[src/c_subset_token_scanner_macros.svh]
// Assertion macros used by the scanner's sequencer.
`ifndef C_SUBSET_TOKEN_SCANNER_MACROS_SVH
`define C_SUBSET_TOKEN_SCANNER_MACROS_SVH

// Same-cycle implication, checked at every clock edge outside reset.
`define CSTS_ASSERT_NOW(name, ante, cons, msg) \
	name: assert property (@(posedge clk) disable iff (!arst_n) (ante) |-> (cons)) \
		else $error(msg);

// Next-cycle implication.
`define CSTS_ASSERT_NEXT(name, ante, cons, msg) \
	name: assert property (@(posedge clk) disable iff (!arst_n) (ante) |=> (cons)) \
		else $error(msg);

`endif

[src/csts_pkg.sv]
`timescale 1ns / 1ps
// ----------------------------------------------------------------------------
// csts_pkg
// Character classes, token kind codes and the operator and keyword tables
// of the token scanner.
// ----------------------------------------------------------------------------
package csts_pkg;

	localparam int MaxTokenLenDef = 32;
	localparam int KwBytes = 8;
	localparam int NumWords = 27;
	localparam int NumSingleOps = 22;

	localparam logic [5:0] KIND_UNKNOWN = 6'd0;
	localparam logic [5:0] KIND_END     = 6'd1;
	localparam logic [5:0] KIND_IDENT   = 6'd2;
	localparam logic [5:0] KIND_NUMBER  = 6'd3;
	localparam logic [5:0] KIND_CHAR    = 6'd4;
	localparam logic [5:0] KIND_STRING  = 6'd5;
	localparam logic [5:0] KIND_OP0     = 6'd6;
	localparam logic [5:0] KIND_WORD0   = 6'd28;

	localparam logic [7:0] CH_DQUOTE = 8'd34;
	localparam logic [7:0] CH_SQUOTE = 8'd39;
	localparam logic [7:0] CH_HASH   = 8'd35;
	localparam logic [7:0] CH_ZERO   = 8'd48;
	localparam logic [7:0] CH_LF     = 8'd10;
	localparam logic [7:0] CH_SLASH  = 8'd47;

	localparam logic [8*NumSingleOps-1:0] SINGLE_OPS = "+-*/%=<>&|^~![](){};,:";

	localparam logic [63:0] WORD_TXT [NumWords] = '{
		64'("=="), 64'("<="), 64'(">="), 64'("<<"), 64'(">>"), 64'("&&"),
		64'("||"), 64'("!="), 64'("->"), 64'("if"), 64'("void"), 64'("int"),
		64'("char"), 64'("double"), 64'("while"), 64'("else"), 64'("return"),
		64'("struct"), 64'("static"), 64'("#include"), 64'("fopen"),
		64'("fclose"), 64'("fgetc"), 64'("fputc"), 64'("malloc"),
		64'("sizeof"), 64'("printf")
	};
	localparam int WORD_LEN [NumWords] = '{
		2, 2, 2, 2, 2, 2, 2, 2, 2, 2, 4, 3, 4, 6, 5, 4, 6, 6, 6, 8, 5, 6, 5, 5,
		6, 6, 6
	};

	typedef logic [KwBytes-1:0][7:0] kw_buf_t;

	typedef struct packed {
		logic done;
		logic str;
		logic chr;
	} ends_t;

	function automatic logic is_ws(logic [7:0] c);
		return c == 8'd32 || c == 8'd10 || c == 8'd13 || c == 8'd9;
	endfunction

	function automatic logic is_letter(logic [7:0] c);
		return (c >= 8'd97 && c <= 8'd122) || (c >= 8'd65 && c <= 8'd90) || c == 8'd95;
	endfunction

	function automatic logic is_digit(logic [7:0] c);
		return c >= 8'd48 && c <= 8'd57;
	endfunction

	function automatic logic is_op(logic [7:0] c);
		return !is_ws(c) && !is_letter(c) && !is_digit(c);
	endfunction

	function automatic logic is_term(logic [7:0] c);
		return c == 8'd40 || c == 8'd41 || c == 8'd91 || c == 8'd93 || c == 8'd123 ||
			c == 8'd125 || c == 8'd59 || c == 8'd44 || c == CH_SQUOTE || c == CH_DQUOTE;
	endfunction

	// Pairwise end-of-token rule; also advances the string and char flags.
	function automatic ends_t ends_after(logic [7:0] c, logic [7:0] nx, logic str,
			logic chr);
		ends_t r;
		r.str = str;
		r.chr = chr;
		r.done = 1'b1;
		if (c == CH_DQUOTE && !chr && !str) begin
			r.str = 1'b1;
			r.done = 1'b0;
		end else if (nx == CH_DQUOTE && str) begin
			r.done = 1'b0;
		end else if (c == CH_DQUOTE && str) begin
			r.str = 1'b0;
		end else if (str) begin
			r.done = 1'b0;
		end else if (c == CH_SQUOTE && !chr) begin
			r.chr = 1'b1;
			r.done = 1'b0;
		end else if (nx == CH_SQUOTE && chr) begin
			r.done = 1'b0;
		end else if (c == CH_SQUOTE && chr) begin
			r.chr = 1'b0;
		end else if (chr) begin
			r.done = 1'b0;
		end else if (is_ws(nx) || is_term(c) || is_term(nx)) begin
			r.done = 1'b1;
		end else if (c == CH_HASH) begin
			r.done = 1'b0;
		end else if ((is_letter(c) && is_letter(nx)) || (is_digit(c) && is_digit(nx)) ||
				(is_letter(c) && is_digit(nx)) || (is_op(c) && is_op(nx))) begin
			r.done = 1'b0;
		end
		return r;
	endfunction

	function automatic logic [5:0] classify(kw_buf_t sh, logic [5:0] len, logic cut);
		logic [5:0] k;
		logic hit;
		logic [63:0] word;
		k = KIND_UNKNOWN;
		if (is_letter(sh[0])) k = KIND_IDENT;
		else if (is_digit(sh[0])) k = KIND_NUMBER;
		if (!cut) begin
			for (int w = 0; w < NumWords; w++) begin
				word = WORD_TXT[w] << (8 * (KwBytes - WORD_LEN[w]));
				hit = (len == 6'(WORD_LEN[w]));
				for (int i = 0; i < KwBytes; i++) begin
					if (i < WORD_LEN[w] && sh[i] != word[63-8*i -: 8]) hit = 1'b0;
				end
				if (hit) k = 6'(KIND_WORD0 + 6'(w));
			end
			if (len == 6'd1) begin
				for (int i = 0; i < NumSingleOps; i++) begin
					if (sh[0] == SINGLE_OPS[8*(NumSingleOps-1-i) +: 8])
						k = 6'(KIND_OP0 + 6'(i));
				end
			end
		end
		if (sh[0] == CH_SQUOTE) k = KIND_CHAR;
		if (sh[0] == CH_DQUOTE) k = KIND_STRING;
		return k;
	endfunction

	typedef struct packed {
		logic step;
		logic classify;
		logic load_tok;
		logic load_end;
		logic idx_inc;
		logic clear;
	} cmd_t;

	typedef struct packed {
		logic emit;
		logic out_last;
	} status_t;

endpackage

[src/csts_ctl.sv]
`timescale 1ns / 1ps
// ----------------------------------------------------------------------------
// csts_ctl
// Sequencer: takes input bytes, walks each finished token's result run and
// sends the end token.
// ----------------------------------------------------------------------------
`include "c_subset_token_scanner_macros.svh"

module csts_ctl (
	input  logic              clk,
	input  logic              arst_n,
	input  logic              in_valid,
	input  logic              end_of_input,
	output logic              in_stall,
	output logic              out_valid,
	input  logic              out_stall,
	input  csts_pkg::status_t st,
	output csts_pkg::cmd_t    cmd
);
	import csts_pkg::*;

	typedef enum logic [2:0] {
		S_IDLE, S_CLASS, S_READ, S_LOAD, S_SEND, S_END, S_ESEND, S_DONE
	} state_t;

	state_t state_q;
	logic   out_valid_q;
	logic   eoi_pend_q;
	logic   take;

	assign in_stall  = !(state_q == S_IDLE || state_q == S_DONE);
	assign out_valid = out_valid_q;
	assign take      = in_valid && !in_stall;

	always_comb begin
		cmd = '0;
		cmd.step     = take && state_q == S_IDLE;
		cmd.classify = state_q == S_CLASS;
		cmd.load_tok = state_q == S_LOAD;
		cmd.load_end = state_q == S_END;
		cmd.idx_inc  = state_q == S_SEND && !out_stall && !st.out_last;
		cmd.clear    = state_q == S_SEND && !out_stall && st.out_last;
	end

	always_ff @(posedge clk or negedge arst_n) begin
		if (!arst_n) begin
			state_q <= S_IDLE;
			out_valid_q <= 1'b0;
			eoi_pend_q <= 1'b0;
		end else begin
			case (state_q)
				S_IDLE: begin
					if (take) begin
						eoi_pend_q <= end_of_input;
						if (st.emit) state_q <= S_CLASS;
						else if (end_of_input) state_q <= S_END;
					end
				end
				S_CLASS: state_q <= S_READ;
				S_READ:  state_q <= S_LOAD;
				S_LOAD: begin
					out_valid_q <= 1'b1;
					state_q <= S_SEND;
				end
				S_SEND: begin
					if (!out_stall) begin
						out_valid_q <= 1'b0;
						if (!st.out_last) state_q <= S_READ;
						else if (eoi_pend_q) state_q <= S_END;
						else state_q <= S_IDLE;
					end
				end
				S_END: begin
					out_valid_q <= 1'b1;
					state_q <= S_ESEND;
				end
				S_ESEND: begin
					if (!out_stall) begin
						out_valid_q <= 1'b0;
						state_q <= S_DONE;
					end
				end
				S_DONE: state_q <= S_DONE;
				default: state_q <= S_IDLE;
			endcase
		end
	end

	`CSTS_ASSERT_NOW(a_step_quiet, cmd.step, !out_valid_q, "byte taken while result pending")
	`CSTS_ASSERT_NEXT(a_done_sticks, state_q == S_DONE, state_q == S_DONE, "left done state")
	`CSTS_ASSERT_NOW(a_send_valid, state_q == S_SEND || state_q == S_ESEND, out_valid_q,
		"send state without valid")

endmodule

[src/csts_dp.sv]
`timescale 1ns / 1ps
// ----------------------------------------------------------------------------
// csts_dp
// Datapath: lookahead, flags, token buffer, counters, classifier and the
// output register.
// ----------------------------------------------------------------------------
module csts_dp #(
	parameter int MAX_TOKEN_LEN = csts_pkg::MaxTokenLenDef
) (
	input  logic              clk,
	input  logic              arst_n,
	input  logic [7:0]        in_byte,
	input  logic              end_of_input,
	input  csts_pkg::cmd_t    cmd,
	output csts_pkg::status_t st,
	output logic [5:0]        token_kind,
	output logic [31:0]       int_value,
	output logic [7:0]        text_byte,
	output logic              text_valid,
	output logic [15:0]       start_line,
	output logic [15:0]       start_column,
	output logic              text_overflow,
	output logic              last_of_token
);
	import csts_pkg::*;

	localparam int LW = $clog2(MAX_TOKEN_LEN + 1);
	localparam int IW = $clog2(MAX_TOKEN_LEN);

	logic [7:0]  la_q;
	logic        la_v_q, str_q, chr_q, cmt_q, cut_q;
	logic [LW-1:0] len_q;
	logic [31:0] acc_q;
	logic [15:0] line_q, col_q, sline_q, scol_q;

	logic [7:0]  mem [MAX_TOKEN_LEN];
	logic [7:0]  rd_q;
	kw_buf_t     sh_q;
	logic [7:0]  last_q;

	logic [5:0]  kind_q;
	logic [LW-1:0] idx_q, to_q;
	logic        empty_q;

	logic [7:0]  c;
	logic        do_app, tok_br, start, room, emit, cmt_n, str_n, chr_n, cut_b;
	logic [31:0] acc_b, acc_n;
	ends_t       er;
	logic [5:0]  kind_c;
	logic [LW-1:0] from_c, to_c;

	always_comb begin
		c = la_q;
		tok_br = 1'b0;
		do_app = 1'b0;
		cmt_n = cmt_q;
		str_n = str_q;
		chr_n = chr_q;
		er = ends_after(c, in_byte, str_q, chr_q);
		if (end_of_input) begin
			do_app = la_v_q && !cmt_q && (len_q != '0 || !is_ws(c));
			cmt_n = 1'b0;
			str_n = 1'b0;
			chr_n = 1'b0;
		end else if (la_v_q) begin
			if (cmt_q) begin
				if (c == CH_LF) cmt_n = 1'b0;
			end else if (len_q == '0 && is_ws(c)) begin
				cmt_n = cmt_q;
			end else if (len_q == '0 && c == CH_SLASH && in_byte == CH_SLASH) begin
				cmt_n = 1'b1;
			end else begin
				do_app = 1'b1;
				tok_br = 1'b1;
				str_n = er.str;
				chr_n = er.chr;
			end
		end
		start = do_app && len_q == '0;
		room  = len_q < LW'(MAX_TOKEN_LEN);
		acc_b = start ? 32'd0 : acc_q;
		cut_b = start ? 1'b0 : cut_q;
		acc_n = is_digit(c) ? 32'(acc_b * 32'd10) + {24'd0, 8'(c - CH_ZERO)} : acc_b;
		emit  = end_of_input ? (len_q != '0 || do_app) : (tok_br && er.done);
	end

	assign st.emit = emit;
	assign st.out_last = last_of_token;

	// Control state of the scan.
	always_ff @(posedge clk or negedge arst_n) begin
		if (!arst_n) begin
			la_q <= '0;
			la_v_q <= 1'b0;
			str_q <= 1'b0;
			chr_q <= 1'b0;
			cmt_q <= 1'b0;
			cut_q <= 1'b0;
			len_q <= '0;
			acc_q <= '0;
			line_q <= 16'd1;
			col_q <= 16'd1;
			sline_q <= 16'd1;
			scol_q <= '0;
		end else if (cmd.clear) begin
			len_q <= '0;
			cut_q <= 1'b0;
		end else if (cmd.step) begin
			cmt_q <= cmt_n;
			str_q <= str_n;
			chr_q <= chr_n;
			if (do_app) begin
				acc_q <= acc_n;
				if (room) begin
					len_q <= len_q + 1'b1;
					cut_q <= cut_b;
				end else begin
					cut_q <= 1'b1;
				end
				if (start) begin
					sline_q <= line_q;
					scol_q <= col_q - 16'd1;
				end
			end
			if (end_of_input) begin
				la_v_q <= 1'b0;
			end else begin
				la_q <= in_byte;
				la_v_q <= 1'b1;
				if (in_byte == CH_LF) begin
					line_q <= line_q + 16'd1;
					col_q <= 16'd1;
				end else begin
					col_q <= col_q + 16'd1;
				end
			end
		end
	end

	// Token text, keyword window and run bookkeeping.
	always_ff @(posedge clk) begin
		rd_q <= mem[idx_q[IW-1:0]];
		if (cmd.step && do_app && room) begin
			mem[len_q[IW-1:0]] <= c;
			last_q <= c;
			if (len_q < LW'(KwBytes)) sh_q[len_q[$clog2(KwBytes)-1:0]] <= c;
		end
		if (cmd.classify) begin
			kind_q <= kind_c;
			idx_q <= from_c;
			to_q <= to_c;
			empty_q <= !(to_c > from_c);
		end else if (cmd.idx_inc) begin
			idx_q <= idx_q + 1'b1;
		end
	end

	always_comb begin
		kind_c = classify(sh_q, 6'(len_q), cut_q);
		from_c = '0;
		to_c = '0;
		if (kind_c == KIND_IDENT) begin
			to_c = len_q;
		end else if (kind_c == KIND_CHAR || kind_c == KIND_STRING) begin
			from_c = LW'(1);
			to_c = len_q;
			if (!cut_q && len_q >= LW'(2) && last_q == sh_q[0]) to_c = len_q - 1'b1;
		end
	end

	// Output register.
	always_ff @(posedge clk) begin
		if (cmd.load_tok) begin
			token_kind <= kind_q;
			int_value <= (kind_q == KIND_NUMBER) ? acc_q : 32'd0;
			text_byte <= empty_q ? 8'd0 : rd_q;
			text_valid <= !empty_q;
			start_line <= sline_q;
			start_column <= scol_q;
			text_overflow <= cut_q;
			last_of_token <= empty_q || (idx_q + 1'b1 == to_q);
		end else if (cmd.load_end) begin
			token_kind <= KIND_END;
			int_value <= '0;
			text_byte <= '0;
			text_valid <= 1'b0;
			start_line <= line_q;
			start_column <= col_q;
			text_overflow <= 1'b0;
			last_of_token <= 1'b1;
		end
	end

endmodule

[src/c_subset_token_scanner.sv]
`timescale 1ns / 1ps
// ----------------------------------------------------------------------------
// c_subset_token_scanner
// Streaming scanner for a small C subset, one source byte per transfer.
// ----------------------------------------------------------------------------
// Each input byte is held as lookahead and judged against the byte after it,
// so the first byte only fills the lookahead. Whitespace and // comments
// between tokens are dropped; a finished token is classed and sent out as a
// run of result transfers (one per identifier byte or literal byte between
// the quotes, else a single transfer), with last_of_token on the final one.
// An input transfer that finishes no token leaves the input side ready for
// the next byte. A finished token is first classed, then each result takes
// a token buffer read, an output load and the output transfer itself;
// the input side stalls while a run is out, since the token buffer has one
// read port. end_of_input flushes the pending byte and token, sends an end
// token, and then every later input transfer is accepted and dropped until
// reset. Tokens longer than MAX_TOKEN_LEN are cut and flagged.
// ----------------------------------------------------------------------------
module c_subset_token_scanner #(
	parameter int MAX_TOKEN_LEN = csts_pkg::MaxTokenLenDef
) (
	input  logic        clk,
	input  logic        arst_n,
	input  logic        in_valid,
	output logic        in_stall,
	input  logic [7:0]  in_byte,
	input  logic        end_of_input,
	output logic        out_valid,
	input  logic        out_stall,
	output logic [5:0]  token_kind,
	output logic [31:0] int_value,
	output logic [7:0]  text_byte,
	output logic        text_valid,
	output logic [15:0] start_line,
	output logic [15:0] start_column,
	output logic        text_overflow,
	output logic        last_of_token
);
	import csts_pkg::*;

	cmd_t    cmd;
	status_t st;

	// Sequencer: owns the handshakes and the order of each run.
	csts_ctl u_ctl (
		.clk,
		.arst_n,
		.in_valid,
		.end_of_input,
		.in_stall,
		.out_valid,
		.out_stall,
		.st,
		.cmd
	);

	// Datapath: scan state, token buffer, classifier and output register.
	csts_dp #(
		.MAX_TOKEN_LEN(MAX_TOKEN_LEN)
	) u_dp (
		.clk,
		.arst_n,
		.in_byte,
		.end_of_input,
		.cmd,
		.st,
		.token_kind,
		.int_value,
		.text_byte,
		.text_valid,
		.start_line,
		.start_column,
		.text_overflow,
		.last_of_token
	);

endmodule

[config.mk]
export PLATFORM = sky130hd
export DESIGN_NAME = c_subset_token_scanner
export DESIGN_NICKNAME = d
export VERILOG_FILES = /design/src/csts_pkg.sv /design/src/csts_ctl.sv /design/src/csts_dp.sv /design/src/c_subset_token_scanner.sv
export VERILOG_INCLUDE_DIRS = /design/src /design/src/src
export SDC_FILE = /design/constraint.sdc
export NUM_CORES = 1
export LEC_CHECK = 0
export ABC_AREA = 1
export ABC_CLOCK_PERIOD_IN_PS = 8350
export BUFFER_PORTS_ARGS = -buffer_cell sky130_fd_sc_hd__buf_2
export CORE_AREA = 4 4 309 311
export DETAILED_ROUTE_END_ITERATION = 8
export DIE_AREA = 0 0 313 315
export SYNTH_ARGS = -nofsm -noshare
export SYNTH_HDL_FRONTEND = slang
export SYNTH_SLANG_ARGS = --single-unit
[constraint.sdc]
create_clock -name clk -period 8.35 [get_ports clk]
set_clock_uncertainty 0.1 [all_clocks]
set_input_delay 0.4175 -clock clk [delete_from_list [all_inputs] [get_ports clk]]
set_output_delay 0.4175 -clock clk [all_outputs]
set_load 0.005 [all_outputs]
Yosys cells after proc, flatten, opt, wreduce, memory -nomap -nowiden
Memories as Yosys holds them, arrays and structs flattened. A register that Yosys moved wholly into a read port is not among the register bits.
Index checks and enable logic that the tools add are counted.
- memories kept: 1
- logic and storage cells: 644
- bits in writable memories: 256
- register bits after elaboration: 292
- output and inout bits: 83
- reduce and logical (&&, ||, !) cells: 124
- order comparisons: 24
- multipliers: 1
- add/sub/neg operators: 8
- multiplexer cells: 280
- bitwise logic cells: 2
- equal/unequal tests: 168
- memory list (memory ; depth ; bits a word ; read ports ; clocked after Yosys merged registers in ; wr ports ; line ; RTL):
    u_dp.mem ; 32 ; 8 ; 1 ; 1 ; 1 ; csts_dp.sv:36 ; logic [7:0] mem [MAX_TOKEN_LEN];
- operators by type and width (kind ; count):
    $ne A8 B7 Y1 const B ; 64
    $mux W6 ; 66
    $eq A8 B6 Y1 const B ; 34
    $mux W1 ; 186
    $mux W32 ; 5
    $eq A8 B7 Y1 const B ; 18
    $ne A8 B6 Y1 const B ; 11
    $mux W16 ; 5
    $bwmux W64 ; 1
    $eq A8 B4 Y1 const B ; 6
    $ge A8 B7 Y1 const B ; 6
    $le A8 B7 Y1 const B ; 6
    $logic_and A1 B1 Y1 ; 41
    $logic_or A1 B1 Y1 ; 40
    $add A16 B1 Y16 const B ; 2
    $add A32 B8 Y32 ; 1
    $mul A32 B3 Y31 const B ; 1
    $mux W8 ; 4
    $eq A6 B3 Y1 const B ; 5
    $demux W8 S3 ; 1
    $eq A6 B2 Y1 const B ; 4
    $ge A8 B6 Y1 const B ; 3
    $le A8 B6 Y1 const B ; 3
    $pmux W3 S8 ; 1
    other kinds (36) ; 93

Longest topological paths before layout
- depth in word-level cells: 64
- depth in mapped cells: 46
- mapped depth without buffers: 44

Modules after synthesis
A second synthesis with hierarchy kept.
- cell total of the unflattened synthesis: 2849
- area, all modules: 27742.9 um^2
- modules (own cells, without submodules) (module ; instances ; cells each ; area an instance (um^2)):
    csts_dp ; 1 ; 2794 ; 27356.2
    csts_ctl ; 1 ; 55 ; 386.6

Worst setup path before layout
No wires, ideal clock.
- path kind: register to register
- from: register u_dp.la_q[4] (netlist: u_dp.c[4])
- to: register u_dp.acc_q[30]
- arrival time: 6.001 ns
- buffers on the path: 2
- required time: 8.133 ns
- setup slack: 2.132 ns
- cell stages (with the launch flop): 46
- setup time: 0.117 ns
- clock period less this slack: 6.218 ns
- path through: dfrtp_1 inv_1 ha_1 inv_1 nor2_1 nand2_1 inv_1 a41oi_1 o21ai_1 nand2_1 nand3_1 nor2_1 inv_2 nor2_1 inv_1 clkbuf_1 buf_1 nand2_1 (+10 left out) nand2_2 nand2_1 nor2_2 nand2_2 nor2_4 nand2_1 nor2_2 nand2_2 nor2_2 inv_2 nor3_4 nand4_2 nor2_4 nand4_2 nor4_4 nand3b_1 nand3_1 nand2_1
- longest elaborated chain between the ends: 14
- ends and longest elaborated chain (item ; line ; RTL):
    start: declaration ; csts_dp.sv:30 ; logic [7:0] la_q;
    start signal: assignment ; csts_dp.sv:128 ; la_q <= in_byte;
    $eq A8 B6 Y1 / $eq A8 B4 Y1 (equally long branches) ; csts_pkg.sv:54 ; return c == 8'd32 || c == 8'd10 || c == 8'd13 || c == 8'd9;
    $logic_or A1 B1 Y1 (3 in a row) ; csts_pkg.sv:54 ;
    $logic_and A1 B1 Y1 ; csts_dp.sv:68 ; end else if (len_q == '0 && is_ws(c)) begin
    $mux W1 ; csts_dp.sv:68 ;
    $mux W1 ; csts_dp.sv:66 ; if (cmt_q) begin
    $mux W1 ; csts_dp.sv:65 ; end else if (la_v_q) begin
    $mux W1 ; csts_dp.sv:60 ; if (end_of_input) begin
    $logic_and A1 B1 Y1 ; csts_dp.sv:79 ; start = do_app && len_q == '0;
    $mux W32 ; csts_dp.sv:81 ; acc_b = start ? 32'd0 : acc_q;
    $mul A32 B3 Y31 ; csts_dp.sv:83 ; acc_n = is_digit(c) ? 32'(acc_b * 32'd10) + {24'd0, 8'(c - CH_ZERO)} : acc_b;
    $add A32 B8 Y32 ; csts_dp.sv:83 ;
    $mux W32 ; csts_dp.sv:83 ;
    end signal: assignment ; csts_dp.sv:113 ; acc_q <= acc_n;
    end: declaration ; csts_dp.sv:33 ; logic [31:0] acc_q;
Parallel ways exist; a longest one is shown, timed or not.
A chain may end at the register's enable or synchronous reset.

Final worst setup path
- from: register u_dp.la_q[3] (netlist: u_dp.c[3])
- to: register u_dp.acc_q[27]
Same word-level chain as after synthesis.

==> summary.md <==
| Metric | Value |
|---|---|
| Yosys warns | `0` |
| Final period utilization | `81.4%` |
| Final instance area | `31,600 um^2` |
| Placed instance area | `29,600 um^2` |
| Final setup viols | `0` |
| Slowest library cell on the worst path | `dfrtp_2` |
| Maximum clock rate | `147 MHz` |
| Mapped cell area | `27,600 um^2` |
| Net count, final | `3,019` |
| CTS Buf Count | `56` |
| Initial antenna violation count | `6` |
| Top post-synthesis cells by area | `edfxtp_1 (47%), dfrtp_1 (11%), nor2_1 (5.8%)` |
| Area share of the largest cell type after synthesis | `46.6%` |
| Drc violations | `0` |
| Die Span Y | `315 um` |
| Post-cts sizing count | `0` |
| DR pass1 iterations | `5` |
| R2r setup slk | `1.55 ns` |
| Core Box Area | `92,800 um^2` |
| Clk buf depth | `3` |
| CTS clk-pin slew, worst paths | `0.06 ns` |
| Die width | `313 um` |
| Worst min path class | `in2reg` |
| Setup TNS | `0 ns` |
| Startpoint Class | `flip-flop` |
| Initial DRC count | `1,813` |
| WHS | `0.0518 ns` |
| Highest cell delay on the worst timing path | `0.94 ns` |
| Mapped Nets | `2,912` |
| Vias in the first global route | `20,100` |
| CP Capture Type | `flip-flop` |
| Setup bufs post-CTS | `0` |
| Grt ovf | `0` |
| Register area share after synthesis | `58.1%` |
| Area occupied by multi-input gates | `9850 um^2` |
| Rel. slew slack | `29.2%` |
| FP Rows | `112` |
| DPL Wire Length | `50.0 mm` |
| WP data arrival | `7.22 ns` |
| Yosys cell types | `74` |
| Worst Path Max Fanout | `48` |
| Vias per Instance | `4.92` |
| Async SR Flop Fraction | `21.6%` |
| Area growth syn-to-layout | `14.7%` |
| Min Clock Period, post-route | `6.80 ns` |
| Run status | `completed` |
| CP most frequent cell | `inv_1` |
| Max Cap Viol | `0` |
| Post-synthesis cell count | `2,820` |
| Pre-CTS setup slack | `1.68 ns` |
| Syn_area_per_cell | `9.78 um^2` |
| IO Pins | `96` |
| Post-synth EDFFs | `428` |
| Crit Path Class | `reg2reg` |
| GPL Wtd Cong | `0.930` |
| Count leader, synth | `nor2_1` |
| IO Port Bufs | `95` |
| CTS tree | `yes` |
| Storage element area | `16,000 um^2` |
| Via count | `20,800` |
| #FFs+latches synth | `556` |
| # H-tree levels | `2` |
| GR Util All Layers | `14.8%` |
| DRT antenna net count | `0` |
| Max rail drop VDD | `0.340 mV` |
| Dominant cell type by area after synthesis | `edfxtp_1` |
| CTS sink cnt | `556` |
| Lkg Pwr | `12.3 nW` |
| Pins Over Slew Limit | `0` |
| Final Hold Viols | `0` |
| PwrDens | `387 nW/um^2` |
| Most frequent cells after synthesis | `nor2_1 (429), edfxtp_1 (428), nand2_1 (372)` |
| Fin worst setup slack | `1.55 ns` |
| Main synth FF type | `edfxtp_1` |
| Share of cells above drive strength 1 | `10.7%` |
| Required @ worst endpoint | `8.77 ns` |
| Root Driver | `clkbuf_16` |
| CTS Hold Bufs | `7` |
| Worst-Margin Slew | `1.06 ns` |
| Largest net degree at the start of global routing | `75` |
| Clk_lat worst skew | `0.62 ns` |
| Total of fill cells in the finished design | `9,483` |
| Wire per inst | `17.6 um` |
| RSZ-0062 raised after global routing | `false` |
| Initial Util | `29.7%` |
| Post-Route WL | `74.5 mm` |
| Global-route wire length before repair | `116 mm` |
| Die area | `98,600 um^2` |
-- layer usage --
metal | global-route usage, % | vias to the layer above | routed length [um]
met5 | 0 | - | 21
met4 | 3.79 | 4 | 1640
met3 | 2.77 | 103 | 5050
met2 | 23.3 | 664 | 33700
met1 | 21.0 | 10100 | 34100
li1 | - | 9977 | -
-- logic make-up (layout without fill, tap and decap cells) --
group	after synthesis	after routing	share of synthesized area [%]
other	0	5	0
and+or+nand+nor	1150	1150	18.6
DFF	556	556	58.1
AOI/OAI and AO/OA	512	512	11.0
xor gates and xnor gates	67	67	2.39
buffers and inverters	456	611	6.30
adders and majority gates	79	79	3.64
-- critical path, delay by kind of cell (launching register included) --
family / cells / cell delay (ns)
buffers and inverters: 9 / 1.07
adders and majority gates: 3 / 0.86
and+or+nand+nor: 23 / 2.72
AOI/OAI and AO/OA: 8 / 1.00
DFF: 1 / 0.94
-- area by class of cell --
class	count	share of cell area [%]
Clock buffer	68	4.64
Antenna cell	5	0.0395
Timing Repair Buffer	133	2.48
Multi-Input combinational cell	1808	31.1
Tap cell	1254	4.96
Sequential cell	556	50.6
Clock inverter	38	1.65
Inverter	372	4.44
-- metrics by stage --
stage	total power, mW	cells	utilization [%]
floorplan	8.13	2820	-
global placement	9.51	4116	31.9
detailed placement	9.55	4116	31.9
CTS	12.3	4229	34.1
global route	13.2	4229	34.1
finish	12.3	4234	34.1
-- state kept, by name, indices dropped and copies added, names as in the netlist, 32 cells and up --
signal	cells
u_dp.mem	256
u_dp.sh_q	64
u_dp.acc_q	32
u_dp.int_value	32
-- placed cells by master, fill, tap and decap left out, types with 6 or more instances in the layout --
master	synthesis	routed
nor3_1	75	72
nand2_4	7	8
xor2_1	51	51
a31oi_1	15	15
nand3_1	116	116
edfxtp_1	428	428
buf_4	3	31
nor4_1	24	24
o31ai_1	8	8
inv_1	354	353
nand3b_1	11	11
o211ai_1	8	8
nor2_1	429	428
inv_2	13	13
nor3_2	3	6
a211oi_1	6	6
a21oi_1	70	70
or2_2	9	9
dfrtp_1	117	113
o22ai_1	27	27
a32oi_1	7	7
bufinv_16	0	11
dfxtp_1	8	8
nand2_2	12	12
nor2_4	7	8
o21ai_0	273	273
dlygate4sd3_1	0	7
xnor2_1	11	11
nand4_1	53	53
o21bai_1	6	6
clkbuf_16	0	57
o221ai_1	51	51
clkbuf_1	74	11
buf_2	3	94
nor2_2	13	13
clkinv_2	0	14
ha_1	77	77
nand2_1	372	371
-- power by group --
group	internal, mW	total, mW	switching [mW]
clock network	1.61	2.71	1.10
registers	3.60	3.82	0.224
logic	1.81	5.72	3.91
total	7.01	12.3	5.24
-- final timing paths --
kind,depth (start not counted),end,startpoint
worst max register to register,43,u_dp.acc_q[27]$_DFFE_PN0P_,u_dp.c[3]$_DFFE_PN0P_
max in group asynchronous,3,u_dp.c[3]$_DFFE_PN0P_,arst_n
worst min register to register,1,u_dp.line_q[5]$_DFFE_PN0P_,u_dp.line_q[5]$_DFFE_PN0P_
worst min-delay path,3,u_dp.c[2]$_DFFE_PN0P_,in_byte[2]
min in group asynchronous,2,u_dp.col_q[8]$_DFFE_PN0P_,arst_n
worst max-delay path,43,u_dp.acc_q[27]$_DFFE_PN0P_,u_dp.c[3]$_DFFE_PN0P_
No activity file was read; power rests on OpenSTA's default activity.
